## src/sv/pts_pkg.sv

```systemverilog
// Shared types and codes for the periodic timer slot table.
package pts_pkg;

    localparam int MAX_OUT = 16;
    localparam int WORD_W  = 88;

    localparam logic [1:0] K_ADD_PERIODIC = 2'd0;
    localparam logic [1:0] K_ADD_ONE_SHOT = 2'd1;
    localparam logic [1:0] K_REMOVE       = 2'd2;
    localparam logic [1:0] K_DISPATCH     = 2'd3;

    localparam logic [2:0] ST_ADDED   = 3'd0;
    localparam logic [2:0] ST_FULL    = 3'd1;
    localparam logic [2:0] ST_REMOVED = 3'd2;
    localparam logic [2:0] ST_FIRED   = 3'd3;
    localparam logic [2:0] ST_IDLE    = 3'd4;

    typedef enum logic [2:0] {
        S_IDLE,
        S_ADD,
        S_REMOVE,
        S_DISP,
        S_FLUSH
    } t_state;

    typedef struct packed {
        logic load;
        logic advance;
        logic add_commit;
        logic add_full;
        logic remove_do;
        logic fire;
        logic flush;
    } t_dp_cmd;

    typedef struct packed {
        logic slot_free;
        logic slot_due;
        logic idx_end;
        logic cnt_last;
        logic hold_valid;
        logic out_free;
    } t_dp_status;

endpackage

```

## src/sv/pts_ram.sv

```systemverilog
// Generic single-write, single-read RAM with registered read data.
module pts_ram #(
    parameter int WIDTH = 8,
    parameter int DEPTH = 16
) (
    input  logic                                 i_clk,
    input  logic                                 i_we,
    input  logic [(DEPTH > 1 ? $clog2(DEPTH) : 1)-1:0] i_waddr,
    input  logic [WIDTH-1:0]                     i_wdata,
    input  logic [(DEPTH > 1 ? $clog2(DEPTH) : 1)-1:0] i_raddr,
    output logic [WIDTH-1:0]                     o_rdata
);

    logic [WIDTH-1:0] r_mem [DEPTH];
    logic [WIDTH-1:0] r_rdata;

    always_ff @(posedge i_clk) begin
        if (i_we) begin
            r_mem[i_waddr] <= i_wdata;
        end
        r_rdata <= r_mem[i_raddr];
    end

    assign o_rdata = r_rdata;

endmodule

```

## src/sv/pts_ctrl.sv

```systemverilog
// Sequencing state machine for add, remove and dispatch scans.
module pts_ctrl (
    input  logic                  i_clk,
    input  logic                  i_rst_n,
    input  logic                  i_valid,
    input  logic [1:0]            i_kind,
    input  pts_pkg::t_dp_status   i_status,
    output logic                  o_stall,
    output pts_pkg::t_dp_cmd      o_cmd
);

    pts_pkg::t_state r_state;
    pts_pkg::t_state n_state;

    always_ff @(posedge i_clk) begin
        if (!i_rst_n) begin
            r_state <= pts_pkg::S_IDLE;
        end else begin
            r_state <= n_state;
        end
    end

    always_comb begin
        n_state = r_state;
        case (r_state)
            pts_pkg::S_IDLE: begin
                if (i_valid) begin
                    if (i_kind inside {pts_pkg::K_ADD_PERIODIC, pts_pkg::K_ADD_ONE_SHOT}) begin
                        n_state = pts_pkg::S_ADD;
                    end else if (i_kind == pts_pkg::K_REMOVE) begin
                        n_state = pts_pkg::S_REMOVE;
                    end else begin
                        n_state = pts_pkg::S_DISP;
                    end
                end
            end
            pts_pkg::S_ADD: begin
                if ((i_status.slot_free || i_status.idx_end) && i_status.out_free) begin
                    n_state = pts_pkg::S_IDLE;
                end
            end
            pts_pkg::S_REMOVE: begin
                if (i_status.out_free) begin
                    n_state = pts_pkg::S_IDLE;
                end
            end
            pts_pkg::S_DISP: begin
                if (i_status.slot_due) begin
                    if ((!i_status.hold_valid || i_status.out_free)
                        && (i_status.cnt_last || i_status.idx_end)) begin
                        n_state = pts_pkg::S_FLUSH;
                    end
                end else if (i_status.idx_end) begin
                    n_state = pts_pkg::S_FLUSH;
                end
            end
            pts_pkg::S_FLUSH: begin
                if (i_status.out_free) begin
                    n_state = pts_pkg::S_IDLE;
                end
            end
            default: n_state = pts_pkg::S_IDLE;
        endcase
    end

    always_comb begin
        o_cmd   = '0;
        o_stall = (r_state != pts_pkg::S_IDLE);
        case (r_state)
            pts_pkg::S_IDLE: begin
                o_cmd.load = i_valid;
            end
            pts_pkg::S_ADD: begin
                if (i_status.slot_free) begin
                    o_cmd.add_commit = i_status.out_free;
                end else if (i_status.idx_end) begin
                    o_cmd.add_full = i_status.out_free;
                end else begin
                    o_cmd.advance = 1'b1;
                end
            end
            pts_pkg::S_REMOVE: begin
                o_cmd.remove_do = i_status.out_free;
            end
            pts_pkg::S_DISP: begin
                if (i_status.slot_due) begin
                    if (!i_status.hold_valid || i_status.out_free) begin
                        o_cmd.fire    = 1'b1;
                        o_cmd.advance = !(i_status.cnt_last || i_status.idx_end);
                    end
                end else begin
                    o_cmd.advance = !i_status.idx_end;
                end
            end
            pts_pkg::S_FLUSH: begin
                o_cmd.flush = i_status.out_free;
            end
            default: o_cmd = '0;
        endcase
    end

    a_one_emit: assert property (@(posedge i_clk) disable iff (!i_rst_n)
        $onehot0({o_cmd.add_commit, o_cmd.add_full, o_cmd.remove_do, o_cmd.fire, o_cmd.flush}))
        else $error("more than one slot operation in a cycle");

    a_disp_done: assert property (@(posedge i_clk) disable iff (!i_rst_n)
        (r_state == pts_pkg::S_DISP && o_cmd.fire && i_status.cnt_last)
        |=> (r_state == pts_pkg::S_FLUSH))
        else $error("dispatch kept scanning after the last allowed fire");

    a_load_busy: assert property (@(posedge i_clk) disable iff (!i_rst_n)
        o_cmd.load |=> (r_state != pts_pkg::S_IDLE))
        else $error("accepted transaction did not start a sequence");

endmodule

```

## src/sv/pts_dp.sv

```systemverilog
// Slot table datapath: flags, slot RAM, scan index, hold stage and result register.
module pts_dp #(
    parameter int SLOTS = 16
) (
    input  logic                  i_clk,
    input  logic                  i_rst_n,
    input  pts_pkg::t_dp_cmd      i_cmd,
    input  logic [1:0]            i_kind,
    input  logic [23:0]           i_interval_ms,
    input  logic [3:0]            i_slot,
    input  logic [31:0]           i_tag,
    input  logic [31:0]           i_now_ms,
    input  logic                  i_stall,
    output pts_pkg::t_dp_status   o_status,
    output logic                  o_valid,
    output logic [2:0]            o_status_code,
    output logic [3:0]            o_slot_id,
    output logic [31:0]           o_fired_tag,
    output logic                  o_last
);

    localparam int IW    = (SLOTS > 1) ? $clog2(SLOTS) : 1;
    localparam int CW    = $clog2(pts_pkg::MAX_OUT + 1);

    logic [1:0]              r_kind;
    logic [23:0]             r_ivl;
    logic [3:0]              r_slot;
    logic [31:0]             r_tag;
    logic [31:0]             r_now;
    logic [IW-1:0]           r_idx;
    logic [IW-1:0]           n_idx;
    logic [CW-1:0]           r_cnt;
    logic [SLOTS-1:0]        r_in_use;
    logic [SLOTS-1:0]        r_one_shot;
    logic                    r_hold_valid;
    logic [IW-1:0]           r_hold_idx;
    logic [31:0]             r_hold_tag;
    logic                    r_o_valid;
    logic [2:0]              r_o_status;
    logic [3:0]              r_o_slot;
    logic [31:0]             r_o_tag;
    logic                    r_o_last;

    logic [pts_pkg::WORD_W-1:0] w_rdata;
    logic [pts_pkg::WORD_W-1:0] w_wdata;
    logic                       w_we;
    logic [31:0]                w_dl;
    logic [23:0]                w_per;
    logic [31:0]                w_utag;
    logic [31:0]                w_diff;
    logic                       w_due;
    logic                       w_out_free;
    logic                       w_emit;
    logic [IW-1:0]              w_rm_idx;
    logic                       w_rm_ok;

    assign w_dl   = w_rdata[87:56];
    assign w_per  = w_rdata[55:32];
    assign w_utag = w_rdata[31:0];
    assign w_diff = r_now - w_dl;
    assign w_due  = r_in_use[r_idx] && !w_diff[31];

    assign w_out_free = !r_o_valid || !i_stall;
    assign w_emit     = i_cmd.add_commit || i_cmd.add_full || i_cmd.remove_do
                        || (i_cmd.fire && r_hold_valid) || i_cmd.flush;

    assign w_rm_idx = IW'(r_slot);
    assign w_rm_ok  = (32'(r_slot) < SLOTS);

    assign w_we    = i_cmd.add_commit || (i_cmd.fire && !r_one_shot[r_idx]);
    assign w_wdata = i_cmd.add_commit ? {r_now, r_ivl, r_tag}
                                      : {w_dl + {8'd0, w_per}, w_per, w_utag};

    always_comb begin
        n_idx = r_idx;
        if (i_cmd.load) begin
            n_idx = '0;
        end else if (i_cmd.advance) begin
            n_idx = r_idx + 1'b1;
        end
    end

    pts_ram #(
        .WIDTH (pts_pkg::WORD_W),
        .DEPTH (SLOTS)
    ) u_slot_ram (
        .i_clk   (i_clk),
        .i_we    (w_we),
        .i_waddr (r_idx),
        .i_wdata (w_wdata),
        .i_raddr (n_idx),
        .o_rdata (w_rdata)
    );

    always_ff @(posedge i_clk) begin
        if (i_cmd.load) begin
            r_kind <= i_kind;
            r_ivl  <= i_interval_ms;
            r_slot <= i_slot;
            r_tag  <= i_tag;
            r_now  <= i_now_ms;
        end
        if (i_cmd.fire) begin
            r_hold_idx <= r_idx;
            r_hold_tag <= w_utag;
        end
        if (w_emit) begin
            if (i_cmd.add_commit) begin
                r_o_status <= pts_pkg::ST_ADDED;
                r_o_slot   <= 4'(r_idx);
                r_o_tag    <= '0;
                r_o_last   <= 1'b1;
            end else if (i_cmd.add_full) begin
                r_o_status <= pts_pkg::ST_FULL;
                r_o_slot   <= '0;
                r_o_tag    <= '0;
                r_o_last   <= 1'b1;
            end else if (i_cmd.remove_do) begin
                r_o_status <= pts_pkg::ST_REMOVED;
                r_o_slot   <= r_slot;
                r_o_tag    <= '0;
                r_o_last   <= 1'b1;
            end else if (i_cmd.fire) begin
                r_o_status <= pts_pkg::ST_FIRED;
                r_o_slot   <= 4'(r_hold_idx);
                r_o_tag    <= r_hold_tag;
                r_o_last   <= 1'b0;
            end else if (r_hold_valid) begin
                r_o_status <= pts_pkg::ST_FIRED;
                r_o_slot   <= 4'(r_hold_idx);
                r_o_tag    <= r_hold_tag;
                r_o_last   <= 1'b1;
            end else begin
                r_o_status <= pts_pkg::ST_IDLE;
                r_o_slot   <= '0;
                r_o_tag    <= '0;
                r_o_last   <= 1'b1;
            end
        end
    end

    always_ff @(posedge i_clk) begin
        if (!i_rst_n) begin
            r_idx        <= '0;
            r_cnt        <= '0;
            r_in_use     <= '0;
            r_one_shot   <= '0;
            r_hold_valid <= 1'b0;
            r_o_valid    <= 1'b0;
        end else begin
            r_idx <= n_idx;
            if (i_cmd.load) begin
                r_cnt        <= '0;
                r_hold_valid <= 1'b0;
            end else if (i_cmd.fire) begin
                r_cnt        <= r_cnt + 1'b1;
                r_hold_valid <= 1'b1;
            end else if (i_cmd.flush) begin
                r_hold_valid <= 1'b0;
            end
            if (i_cmd.add_commit) begin
                r_in_use[r_idx]   <= 1'b1;
                r_one_shot[r_idx] <= (r_kind == pts_pkg::K_ADD_ONE_SHOT) || (r_ivl == '0);
            end else if (i_cmd.remove_do && w_rm_ok) begin
                r_in_use[w_rm_idx] <= 1'b0;
            end else if (i_cmd.fire && r_one_shot[r_idx]) begin
                r_in_use[r_idx] <= 1'b0;
            end
            if (w_emit) begin
                r_o_valid <= 1'b1;
            end else if (!i_stall) begin
                r_o_valid <= 1'b0;
            end
        end
    end

    assign o_status.slot_free  = !r_in_use[r_idx];
    assign o_status.slot_due   = w_due;
    assign o_status.idx_end    = (r_idx == IW'(SLOTS - 1));
    assign o_status.cnt_last   = (r_cnt == CW'(pts_pkg::MAX_OUT - 1));
    assign o_status.hold_valid = r_hold_valid;
    assign o_status.out_free   = w_out_free;

    assign o_valid       = r_o_valid;
    assign o_status_code = r_o_status;
    assign o_slot_id     = r_o_slot;
    assign o_fired_tag   = r_o_tag;
    assign o_last        = r_o_last;

    a_no_overwrite: assert property (@(posedge i_clk) disable iff (!i_rst_n)
        !(w_emit && !w_out_free))
        else $error("result register loaded while a result is still waiting");

    a_fire_due: assert property (@(posedge i_clk) disable iff (!i_rst_n)
        i_cmd.fire |-> w_due)
        else $error("slot fired while not due");

    a_hold_count: assert property (@(posedge i_clk) disable iff (!i_rst_n)
        r_hold_valid |-> (r_cnt != '0))
        else $error("held fire without a fire count");

endmodule

```

## src/sv/periodic_timer_slot_table.sv

```systemverilog
// Periodic timer slot table: top level joining the scan controller and the slot datapath.
// Processes one transaction at a time. An accepted transaction is first captured; then a
// remove reports its slot, an add walks the slots from slot 0 one per cycle until it finds
// a free one or reaches the last slot, and a dispatch walks every slot one per cycle
// (stopping once 16 slots fire, waiting while a due slot meets a stalled output), then
// flushes its final result. Fired periodic slots get their new deadline written back; a
// stalled output delays each result until taken. Results of a dispatch come out in slot
// order, one per due slot, with last set on the final one, or a single nothing-due result.
module periodic_timer_slot_table #(
    parameter int SLOTS = 16
) (
    input  logic        i_clk,
    input  logic        i_rst_n,
    input  logic        i_valid,
    output logic        o_stall,
    input  logic [1:0]  i_kind,
    input  logic [23:0] i_interval_ms,
    input  logic [3:0]  i_slot,
    input  logic [31:0] i_tag,
    input  logic [31:0] i_now_ms,
    output logic        o_valid,
    input  logic        i_stall,
    output logic [2:0]  o_status,
    output logic [3:0]  o_slot_id,
    output logic [31:0] o_fired_tag,
    output logic        o_last
);

    pts_pkg::t_dp_cmd    w_cmd;
    pts_pkg::t_dp_status w_status;

    pts_ctrl u_ctrl (
        .i_clk    (i_clk),
        .i_rst_n  (i_rst_n),
        .i_valid  (i_valid),
        .i_kind   (i_kind),
        .i_status (w_status),
        .o_stall  (o_stall),
        .o_cmd    (w_cmd)
    );

    pts_dp #(
        .SLOTS (SLOTS)
    ) u_dp (
        .i_clk         (i_clk),
        .i_rst_n       (i_rst_n),
        .i_cmd         (w_cmd),
        .i_kind        (i_kind),
        .i_interval_ms (i_interval_ms),
        .i_slot        (i_slot),
        .i_tag         (i_tag),
        .i_now_ms      (i_now_ms),
        .i_stall       (i_stall),
        .o_status      (w_status),
        .o_valid       (o_valid),
        .o_status_code (o_status),
        .o_slot_id     (o_slot_id),
        .o_fired_tag   (o_fired_tag),
        .o_last        (o_last)
    );

endmodule

```

## config.mk

```make
export PLATFORM = sky130hd
export DESIGN_NAME = periodic_timer_slot_table
export DESIGN_NICKNAME = d
export VERILOG_FILES = /design/src/sv/pts_pkg.sv /design/src/sv/pts_ram.sv /design/src/sv/pts_ctrl.sv /design/src/sv/pts_dp.sv /design/src/sv/periodic_timer_slot_table.sv
export SDC_FILE = /design/constraint.sdc
export NUM_CORES = 2
export LEC_CHECK = 0
export BUFFER_PORTS_ARGS = -buffer_cell sky130_fd_sc_hd__buf_4
export CELL_PAD_IN_SITES_DETAIL_PLACEMENT = 1
export CELL_PAD_IN_SITES_GLOBAL_PLACEMENT = 2
export CORE_MARGIN = 5
export CORE_UTILIZATION = 30
export DETAILED_ROUTE_END_ITERATION = 10
export PLACE_DENSITY_LB_ADDON = 0.1
export SETUP_SLACK_MARGIN = 0.05
export SYNTH_ARGS = -nofsm -noshare
export SYNTH_HDL_FRONTEND = slang
export SYNTH_SLANG_ARGS = --single-unit
```

## constraint.sdc

```tcl
create_clock -name i_clk -period 9.9 [get_ports i_clk]
set_clock_uncertainty 0.05 [all_clocks]
set_input_delay 0.495 -clock i_clk [delete_from_list [all_inputs] [get_ports i_clk]]
set_output_delay 0.495 -clock i_clk [all_outputs]
set_load 0.005 [all_outputs]
```

* Word level (Yosys, flattened, before mapping)
Memory sizes are Yosys's and may differ from the RTL's. A register that Yosys moved wholly into a read port is not among the register bits.
Cells that the tools add are included.
** Storage, ports and cells
- Register bits :: 216
- RAM bits :: 1408
- Input port bits :: 98
- Output and inout bits :: 42
- Logic and storage cells :: 146
- Memories kept :: 1
** Cells by class
- $add $sub $neg :: 4
- $lt $le $gt $ge :: 4
- Eq/ne operators :: 15
- Multiplexer cells :: 57
- Bitwise gates (word level) :: 6
- Reductions and logical operators :: 39
** Memory list
- u_dp.u_slot_ram.r_mem :: words 16, width 88, read ports 1, clocked after Yosys merged registers in 1, wr ports 1, RTL line pts_ram.sv:14 : logic [WIDTH-1:0] r_mem [DEPTH];
** Operators by type and width (number)
- $mux 88 :: 1
- $mux 32 :: 2
- $mux 16 :: 3
- $add 32x24->32 :: 1
- $and 16x16->16 :: 2
- $not 16->16 :: 2
- $sub 32x32->32 :: 1
- $mux 4 :: 7
- $mux 1 :: 26
- $logic_not 24->1 :: 1
- $mux 3 :: 8
- $bwmux 16 :: 1
- $or 16x16->16 :: 1
- $pmux 3 s4 :: 1
- $logic_or 1x1->1 :: 10
- $lt 4x5->1 const B :: 2
- $bmux 1 s4 :: 2
- $demux 1 s4 :: 2
- $ge 4x1->1 const B :: 2
- $logic_and 1x1->1 :: 8
- $logic_not 1->1 :: 8
- $eq 3x2->1 const B :: 2
- $mux 2 :: 3
- $ne 2x1->1 const B :: 3
- 21 further kinds :: 26

* Logic depth before layout (Yosys ltp)
- Depth after elaboration :: 10
- Depth in mapped cells :: 17

* Hierarchy
From an unflattened synthesis, not the netlist that was laid out.
** Second synthesis, totals
- Cell total of the unflattened synthesis :: 3234
- Area total of the unflattened synthesis :: 65565.4 µm²
** Modules (own cells, without submodules)
- pts_ram :: instances 1, cells an instance 2256, area an instance 54364.6 µm², seq. area each 44042.2 µm²
- pts_dp :: instances 1, cells an instance 944, area an instance 10884.2 µm², seq. area each 5965.7 µm²
- pts_ctrl :: instances 1, cells an instance 34, area an instance 316.6 µm², seq. area each 60.1 µm²

* Worst setup path before layout
Ideal clock, no wire load.
- Path type :: reg2reg
- From :: register u_dp.r_now[16]
- To :: memory u_dp.u_slot_ram.r_mem[12][0] (netlist bit) (enable)
- Arrival :: 8.960 ns
- Required time :: 9.314 ns
- Slack :: 0.354 ns
- Cell stages (with the launch flop) :: 13
- Buffers on the path :: 1
- Period minus slack after synthesis :: 9.546 ns
- Cell sequence :: edfxtp_1 > ha_1 > a21o_1 > a221o_1 > a211oi_1 > nand2_1 > a21oi_1 > xnor2_1 > nand2_1 > nor4_2 > a21oi_1 > clkbuf_1 > nor2_1
** RTL lines
- from (decl) :: RTL line pts_dp.sv:29 : logic [31:0] r_now;
- from (signal assigned) :: RTL line pts_dp.sv:101 : r_now <= i_now_ms;
- to (decl) :: RTL line pts_ram.sv:14

* Worst setup path after layout
- From :: register u_dp.u_slot_ram.r_rdata[58], in the netlist u_dp.u_slot_ram.o_rdata[58] (read register of u_dp.u_slot_ram.r_mem)
- To :: register u_dp.u_slot_ram.r_rdata[22], in the netlist u_dp.u_slot_ram.o_rdata[22] (read register of u_dp.u_slot_ram.r_mem)
** Between the ends
- Longest elaborated chain between the ends :: 7
** RTL lines
- from (decl) :: RTL line pts_ram.sv:15 : logic [WIDTH-1:0] r_rdata;
- $sub 32x32->32 :: RTL line pts_dp.sv:60 : assign w_diff = r_now - w_dl;
- $logic_not 1->1 :: RTL line pts_dp.sv:61 : assign w_due = r_in_use[r_idx] && !w_diff[31];
- $logic_and 1x1->1 :: RTL line pts_dp.sv:61
- $mux 1 :: RTL line pts_ctrl.sv:86 : if (i_status.slot_due) begin
- $pmux 1 s2 :: RTL line pts_ctrl.sv:69 : case (r_state)
- $mux 4 :: RTL line pts_dp.sv:78 : end else if (i_cmd.advance) begin
- $mux 4 :: RTL line pts_dp.sv:76 : if (i_cmd.load) begin
Every way passes these cells.
A chain may end at the register's enable or synchronous reset.

==> reports/qor_table.md <==
| Result | Value | Unit |
| --- | --- | --- |
| Fmax | 165 | MHz |
| Worst slew pin tran | 1.34 | ns |
| Flops & latches, synth | 1,712 | - |
| Number of rows in the core area | 173 | - |
| Crit-path max FO | 120 | - |
| I/O Buffers | 139 | - |
| Outcome | finished, final reports clean | - |
| Width of the chip | 482 | um |
| CTS-repair resized insts | 0 | - |
| Count of nets left with antenna violations after detail routing | 0 | - |
| Worst EP required | 10.50 | ns |
| Clock transition at the registers of the reported paths | 0.06 | ns |
| Worst relative slew slack | 10.4 | % |
| Most common cell on crit path | sky130_fd_sc_hd__buf_12 | - |
| Setup repair after global routing missed its margin | no | - |
| Cells after Synth | 3,912 | - |
| Drt first-iter violations | 2,316 | - |
| Final Instance Count excl. Fillers | 7,347 | - |
| Post-layout min period | 6.07 | ns |
| First-pass DRT Iterations | 5 | - |
| Count of endpoints failing hold in the final timing report | 0 | - |
| Final count of negative-setup-slack endpoints | 0 | - |
| Synthesized cell area | 66,900 | um2 |
| Leak pwr | 0.0297 | uW |
| GR Util All Layers | 17.3 | % |
| Classification of the worst-slack hold path | in2reg | - |
| Period Utilization, post-route | 61.3 | % |
| CTS buffer count | 194 | - |
| Series of cell instances along the critical path | inv_1, ha_1, nand2_1, o21ai_0, a21oi_1, o41ai_2, a211o_1, a21oi_2, a2111oi_4, buf_12, buf_12, mux2_2, a2111oi_2, o221ai_1 | - |
| Startpoint kind of the worst setup timing path | register | - |
| Accumulated negative setup slack | 0 | ns |
| Synthesized net count | 4,071 | - |
| Final cell area excluding filler cells | 78,700 | um2 |
| Fraction of final layout cells sized beyond drive strength 1 | 15.5 | % |
| Post-layout util | 35.5 | % |
| Worst supply voltage drop on vdd | 0.217 | mV |
| Vias in the first global route | 38,174 | - |
| Post-Place Cell Area | 71,700 | um2 |
| Clk_lat worst skew | 0.83 | ns |
| Antenna violations before repair | 9 | - |
| Top library cells by usage in the layout, fill and taps aside | sky130_fd_sc_hd__edfxtp_1 (1,578), sky130_fd_sc_hd__mux2i_1 (617), sky130_fd_sc_hd__nand2_1 (238), sky130_fd_sc_hd__clkbuf_16 (195), sky130_fd_sc_hd__o22ai_1 (180) | - |
| Overflow left after global routing | 0 | - |
| H-Tree Level Count | 4 | - |
| Syn-to-layout area delta | 17.8 | % |
| Pwr Density | 300 | nW/um2 |
| Syn avg cell area | 17.1 | um2 |
| Max-cap violations | 0 | - |
| Placed wire-length estimate after detailed placement | 95,000 | um |
| EDFF count, synth | 1,578 | - |
| Arr. time, crit path | 6.66 | ns |
| Die span in y | 482 | um |
| Most used DFF post-synth | sky130_fd_sc_hd__edfxtp_1 | - |
| Worst Setup End Kind | register | - |
| Filler Cell Count | 22,172 | - |
| Clock tree root driver cell | sky130_fd_sc_hd__clkbuf_16 | - |
| Post-synth ARST share | 0 | % |
| Number of cells in the design after placement | 6,890 | - |
| Number of vias in the routed layout | 35,996 | - |
| Final number of max-transition violations | 0 | - |
| Path type of the worst setup path | reg2reg | - |
| Worst path max stage delay | 1.01 | ns |
| Dpl ws | 3.83 | ns |
| Largest net degree at the start of global routing | 121 | - |
| Initial Util | 30.1 | % |
| Average routed wire per standard cell | 27.8 | um |
| Most common cell after layout, fill and taps aside | sky130_fd_sc_hd__edfxtp_1 | - |
| DRC Markers | 0 | - |
| Clock buffer depth | 3 | - |
| Wire length of the first global-routing pass | 289,000 | um |
| Proportion of synthesized chip area in sequential cells | 74.9 | % |
| Worst setup margin | 3.83 | ns |
| IO Pins | 140 | - |
| Final-stage net count | 4,364 | - |
| Library cells used by synthesis | 73 | - |
| TritonCTS clock tree | built | - |
| Cell with the largest stage delay on the worst path | sky130_fd_sc_hd__o41ai_2 | - |
| Warnings, synthesis | 0 | - |
| Core ar. | 222,000 | um2 |
| Average vias per placed instance | 4.90 | - |
| RD Place Congestion | 0.699 | - |
| Die area | 232,000 | um2 |
| Final wirelength | 205,000 | um |
| Number of clock sinks | 1,712 | - |
==> area by class of cell <==
cell class / count / area, um2 / area share [%]
Clock buffer: 286 / 5370 / 6.82
Antenna cell: 1 / 2.50 / 0.00318
Sequential cell: 1712 / 50100 / 63.6
Multi-Input combinational cell: 1945 / 15800 / 20.1
Timing Repair Buffer: 300 / 2840 / 3.60
Inverter: 52 / 200 / 0.254
Tap cell: 2975 / 3720 / 4.73
Clock inverter: 76 / 751 / 0.953
==> Yosys cell counts (8+ instances only) <==
library cell,instances,share of area (%)
sky130_fd_sc_hd__a21oi_1,51,0.38
sky130_fd_sc_hd__and2_1,36,0.34
sky130_fd_sc_hd__o221ai_1,104,1.4
sky130_fd_sc_hd__buf_1,17,0.095
sky130_fd_sc_hd__xnor2_1,20,0.26
sky130_fd_sc_hd__a2111oi_2,74,1.7
sky130_fd_sc_hd__edfxtp_1,1578,71
sky130_fd_sc_hd__buf_6,14,0.24
sky130_fd_sc_hd__mux2i_1,617,9.2
sky130_fd_sc_hd__mux2_2,84,1.4
sky130_fd_sc_hd__a31oi_1,16,0.15
sky130_fd_sc_hd__o22ai_1,181,1.7
sky130_fd_sc_hd__nand2b_1,11,0.10
sky130_fd_sc_hd__clkbuf_1,81,0.45
sky130_fd_sc_hd__nor3b_1,8,0.090
sky130_fd_sc_hd__nor2_1,183,1.0
sky130_fd_sc_hd__a21o_1,18,0.20
sky130_fd_sc_hd__buf_4,22,0.25
sky130_fd_sc_hd__nor4_1,10,0.094
sky130_fd_sc_hd__o21ai_0,42,0.31
sky130_fd_sc_hd__a2111oi_0,14,0.18
sky130_fd_sc_hd__mux4_2,9,0.30
sky130_fd_sc_hd__dfxtp_1,134,4.0
sky130_fd_sc_hd__buf_2,69,0.52
sky130_fd_sc_hd__o211a_1,8,0.12
sky130_fd_sc_hd__nand2_1,238,1.3
sky130_fd_sc_hd__inv_1,50,0.28
sky130_fd_sc_hd__nor3_1,18,0.13
sky130_fd_sc_hd__ha_1,60,1.1
sky130_fd_sc_hd__or3_1,11,0.10
sky130_fd_sc_hd__nand3_1,21,0.16
sky130_fd_sc_hd__xor2_1,13,0.17
==> repair_timing <==
item                                   in CTS  in global routing
hold buffers                               94                  0
setup endpoints to repair                   0                  0
endpoints found under the hold margin      95                  0
setup buffers                               0                  0
==> cell families after synthesis <==
kind of cell,Yosys count,share of synthesized area [%]
fa+ha+maj,61,1.15
compound gates,565,6.85
flops,1712,74.9
simple gates,568,3.73
xor+xnor,33,0.432
buf+inv,255,1.84
mux,718,11.1
==> registers in the layout, summed over array words and instances, names as in the netlist, 5 cells and up <==
signal                   cells
u_dp.r_ivl                  24
u_dp.r_cnt                   5
u_dp.r_tag                  32
u_dp.u_slot_ram.r_mem     1408
u_dp.r_hold_tag             32
u_dp.r_in_use               16
u_dp.r_now                  32
u_dp.r_one_shot             16
u_dp.u_slot_ram.o_rdata     88
u_dp.o_fired_tag            32
==> through the flow <==
stage               hold slack [ns]  total power, uW
finish                        0.106            23600
CTS                          0.0186            24000
global route                 0.0480            24900
global placement              0.380            16800
floorplan                     0.356            14400
detailed placement            0.372            16900
==> routing by layer <==
layer	global-route usage [%]	wire length, um	vias to the layer above
li1	-	-	16105
met1	24.0	95600	19033
met2	28.7	97400	615
met3	2.77	7480	243
met4	3.99	4110	0
met5	0	0	-
==> path summary, 6_finish.rpt <==
check                                                         start                             endpoint  slack, ns  depth (start not counted)
worst max-delay path            u_dp.u_slot_ram.o_rdata[58]$_DFF_P_  u_dp.u_slot_ram.o_rdata[22]$_DFF_P_       3.83                         14
worst min-delay path                                        i_rst_n      u_dp.r_one_shot[5]$_SDFFE_PN0P_       0.11                          2
worst max register to register  u_dp.u_slot_ram.o_rdata[58]$_DFF_P_  u_dp.u_slot_ram.o_rdata[22]$_DFF_P_       3.83                         14
worst min register to register   u_dp.u_slot_ram.o_rdata[1]$_DFF_P_         u_dp.r_hold_tag[1]$_DFFE_PP_       0.38                          0
==> power by group <==
part,switching [uW],internal [uW],leakage (uW)
Clock,2960,3970,0.00295
Sequential,404,10800,0.0154
Combinational,4030,1470,0.0113
==> critical path: cells and delay by family (launching register included) <==
kind	cells	cell delay, ns
compound gates	8	2.93
fa+ha+maj	1	0.30
buf+inv	3	1.23
flops	1	0.36
mux	1	0.43
simple gates	1	0.06
Note: power is estimated with default switching activity, not from simulation.
